### src/rtl/mlfq_pkg.sv
// Package for the multilevel feedback queue scheduler.
// Holds field widths, register codes, the queue entry layout and enums.
// No dependencies.
`timescale 1ns / 1ps
`default_nettype none
package mlfq_pkg;

    localparam int ID_W    = 16;
    localparam int BURST_W = 24;
    localparam int TIME_W  = 32;
    localparam int AGE_W   = 32;
    localparam int NL_W    = 4;
    localparam int TQ_W    = 16;
    localparam int AL_W    = 24;
    localparam int CFG_IDX_W = 2;
    localparam int CFG_DAT_W = 24;

    localparam logic OP_ARRIVE   = 1'b0;
    localparam logic OP_DISPATCH = 1'b1;

    localparam logic [CFG_IDX_W-1:0] CFG_NUM_LEVELS  = 2'd0;
    localparam logic [CFG_IDX_W-1:0] CFG_TOP_QUANTUM = 2'd1;
    localparam logic [CFG_IDX_W-1:0] CFG_AGE_THRESH  = 2'd2;

    localparam logic [NL_W-1:0] RST_NUM_LEVELS  = 4'd3;
    localparam logic [TQ_W-1:0] RST_TOP_QUANTUM = 16'd10;
    localparam logic [AL_W-1:0] RST_AGE_THRESH  = 24'd100;

    typedef struct packed {
        logic [ID_W-1:0]    id;
        logic [BURST_W-1:0] rem;
        logic [BURST_W-1:0] burst;
        logic [TIME_W-1:0]  arrival;
        logic [AGE_W-1:0]   age;
    } t_entry;

    localparam int ENTRY_W = $bits(t_entry);

    typedef enum logic [2:0] {
        ALU_ADD,
        ALU_SUB,
        ALU_SAT
    } t_alu_op;

    typedef enum logic [4:0] {
        ST_IDLE,
        ST_ARR,
        ST_DSEL,
        ST_D_RD,
        ST_D_CMP,
        ST_D_CLK,
        ST_D_REM,
        ST_D_BACK,
        ST_D_TA,
        ST_D_WT,
        ST_AG_INIT,
        ST_AG_RD,
        ST_AG_ADD,
        ST_AG_CMP,
        ST_AG_BACK,
        ST_NS,
        ST_NS_DAT,
        ST_OUT
    } t_state;

endpackage
`default_nettype wire

### src/rtl/mlfq_alu.sv
// Shared 32-bit add / subtract / saturating add unit of the scheduler.
// Depends on mlfq_pkg.
`timescale 1ns / 1ps
`default_nettype none
module mlfq_alu import mlfq_pkg::*; (
    input  wire t_alu_op           i_op,
    input  wire logic [TIME_W-1:0] i_a,
    input  wire logic [TIME_W-1:0] i_b,
    output logic      [TIME_W-1:0] o_y,
    output logic                   o_borrow
);
    logic [TIME_W:0] sum;
    logic [TIME_W:0] dif;

    always_comb begin
        sum = {1'b0, i_a} + {1'b0, i_b};
        dif = {1'b0, i_a} - {1'b0, i_b};
        o_borrow = dif[TIME_W];   // a < b
        case (i_op)
            ALU_ADD: o_y = sum[TIME_W-1:0];
            ALU_SUB: o_y = dif[TIME_W-1:0];
            ALU_SAT: o_y = sum[TIME_W] ? '1 : sum[TIME_W-1:0];
            default: o_y = sum[TIME_W-1:0];
        endcase
    end
endmodule
`default_nettype wire
### config.mk
export PLATFORM = sky130hd
export DESIGN_NAME = mlfq_alu
export DESIGN_NICKNAME = d
export VERILOG_FILES = /design/src/rtl/mlfq_pkg.sv /design/src/rtl/mlfq_alu.sv
export SDC_FILE = /design/constraint.sdc
export NUM_CORES = 1
export LEC_CHECK = 0
export BUFFER_PORTS_ARGS = -buffer_cell sky130_fd_sc_hd__buf_4
export CORE_UTILIZATION = 61
export DETAILED_ROUTE_END_ITERATION = 10
export PLACE_DENSITY = 0.9
export SETUP_SLACK_MARGIN = 0.15
export SYNTH_ARGS = -nofsm -noshare
export SYNTH_HDL_FRONTEND = slang
export SYNTH_SLANG_ARGS = --single-unit
### constraint.sdc
create_clock -name vclk -period 5.3
set_input_delay 0.265 -clock vclk [all_inputs]
set_output_delay 0.265 -clock vclk [all_outputs]
set_load 0.01 [all_outputs]
==> summary.md <==
| Metric | Value |
|---|---|
| Seq_cells | `0` |
| Syn Area/Cell | `6.59 um2` |
| Unrepaired setup endpoints after global routing | `no` |
| P&R area growth vs syn | `16.7%` |
| Crit-path max FO | `19` |
| Drt initial violations | `298` |
| Net count after synthesis | `715` |
| CP Class | `input port to output port` |
| Min cycle time layout | `3.45 ns` |
| # hold bufs at CTS | `0` |
| Syn Inst Count | `582` |
| Routed Antenna Nets | `0` |
| Die area | `6610 um2` |
| Hold Crit Class | `input port to output port` |
| Mapped Area | `3840 um2` |
| Final period util | `65.2%` |
| Post-synth top area share | `20.9%` |
| # Post-CTS Setup Buffers | `0` |
| Antenna cell count | `0` |
| Post-synth top cells | `64 x ha_1, 61 x nor2_1, 58 x a21oi_1` |
| Row count | `28` |
| Startpoint of the worst hold path | `i_b[0]` |
| Core area | `5990 um2` |
| Synth area leader | `ha_1` |
| Final wirelength | `11.6 mm` |
| Via/cell ratio | `6.41` |
| Largest cells by area after synthesis | `ha_1 21%, a21oi_1 7.6%, nor2_1 6.0%` |
| Remaining Overflow, GRT | `0` |
| Slowest-stage cell, CP | `o21a_1` |
| Via Count | `4656` |
| Post-cts sizing count | `0` |
| Distinct cells, synth | `77` |
| Total power | `0.612 mW` |
| Max-slew violations | `0` |
| VDD IR-drop max | `0.0888 mV` |
| Seq/Total Area, Yosys | `0%` |
| WP data arrival | `3.19 ns` |
| Worst setup EP type | `output port` |
| Slew @ Worst Pin | `0.987 ns` |
| GRT Util Overall | `33.8%` |
| Die Ht | `81.3 um` |
| Starting Density | `64.1%` |
| Reg area | `0 um2` |
| Pwr dens | `137 nW/um2` |
| Crit path largest cell delay | `0.45 ns` |
| FMAX | `289 MHz` |
| Nets@finish | `786` |
| Layout cell share with drive strength beyond 1 | `19.2%` |
| Placer's final routability congestion estimate | `0.934` |
| Area of the multi-input gates | `3400 um2` |
| Synthesis Warnings | `0` |
| Slew Limit Headroom | `34.2%` |
| Setup violators final | `0` |
| Vias in the first global route | `4111` |
| Leak pwr | `2.28 nW` |
| Top-count cell post-synth | `ha_1` |
| IO Count | `100` |
| Worst EP required | `5.04 ns` |
| Final Hold Fails | `0` |
| Pin count of the biggest net entering global routing | `26` |
| Outcome | `finished clean` |
| Router iterations before antenna repair | `7` |
| Die width | `81.3 um` |
| Clock buf count | `0` |
| Global-route wire length before repair | `18.2 mm` |
| Initial antenna violation count | `0` |
| Max_cap viols | `0` |
| Setup_tns | `0 ns` |
| Fillcell total | `496` |
| Critical Path Source | `i_a[0]` |
| DP HPWL | `9.35 mm` |
| Routed len/inst | `15.9 um` |
| CP dominant cell by count | `buf_4` |
| DRC Markers | `0` |
| Port bufs | `100` |
| Setup crit start kind | `input port` |
| Crit-path cells | `buf_4 > ha_1 > fa_1 > nor2b_1 > o211ai_2 > nand3_1 > a211oi_1 > o41ai_2 > a31oi_1 > o21a_1 > buf_4 > nand2_1 > buf_4` |
worst max-delay path: cells and delay by family:
family / cells / cell delay, ns
AOI/OAI and AO/OA: 5 / 1.31
adders and majority gates: 2 / 0.58
buffers and inverters: 3 / 0.60
and+or+nand+nor: 3 / 0.43
final timing paths:
path              endpoint  slack [ns]  cells past startpoint
setup / recovery   o_y[11]        1.85                     13
hold / removal      o_y[0]        0.90                      4
cell usage in the layout (no fill, tap or decap), types with 3 or more instances in the layout:
cell	netlist	final
nand2b_1	6	6
ha_1	64	64
nor2b_1	12	12
o21a_1	7	7
a2111oi_0	4	4
nor2_1	61	61
a311o_1	4	4
o211a_1	3	3
or3_1	11	11
buf_4	7	102
o21ai_0	37	37
nand4_1	7	7
o31a_1	3	3
a31oi_1	5	5
a211oi_1	11	11
nor3_1	13	13
nor4_1	4	4
o21ai_1	6	6
o21bai_1	8	8
inv_1	56	56
nand3_1	12	12
nand2_1	51	51
and3_1	4	4
o31ai_1	3	3
and2_1	3	3
o211ai_1	5	5
a21o_1	13	13
xnor2_1	23	23
a21oi_1	58	58
per-layer routing:
| metal | global-route usage (%) | vias to the layer above | wire [um] |
|---|---|---|---|
| met2 | 61.1 | 297 | 5530 |
| met4 | 7.32 | 0 | 264 |
| met5 | 0 | - | 0 |
| met1 | 43.1 | 2112 | 4750 |
| met3 | 2.25 | 37 | 1010 |
| li1 | - | 2210 | - |
power by group:
part	leakage, nW	internal [mW]	switching (mW)	total [mW]
logic	2.28	0.272	0.340	0.612
clock network	0	0	0	0
registers	0	0	0	0
kinds of logic after synthesis:
| kind of cell | after synthesis | share of synthesized area [%] |
|---|---|---|
| AOI/OAI and AO/OA | 197 | 34.8 |
| buffers and inverters | 91 | 11.3 |
| and+or+nand+nor | 200 | 25.4 |
| xor gates and xnor gates | 25 | 5.71 |
| muxes | 3 | 0.815 |
| adders and majority gates | 66 | 21.9 |
through the flow:
step | util, % | area [um2] | hold slack (ns) | setup slack [ns] | cells
floorplan | - | 3840 | 0.700 | 2.49 | 582
global placement | 74.8 | 4480 | 0.898 | 1.96 | 726
detailed placement | 74.8 | 4480 | 0.906 | 1.84 | 726
CTS | 74.8 | 4480 | 0.909 | 1.83 | 726
global route | 74.8 | 4480 | 0.924 | 1.62 | 726
finish | 74.8 | 4480 | 0.905 | 1.85 | 726
layout make-up:
| cell class | instances | area share, % |
|---|---|---|
| multi-input combinational | 491 | 75.9 |
| timing repair buffer | 102 | 17.1 |
| inverter | 58 | 4.86 |
| tap | 75 | 2.09 |
Note: power is estimated with default switching activity, not from simulation.
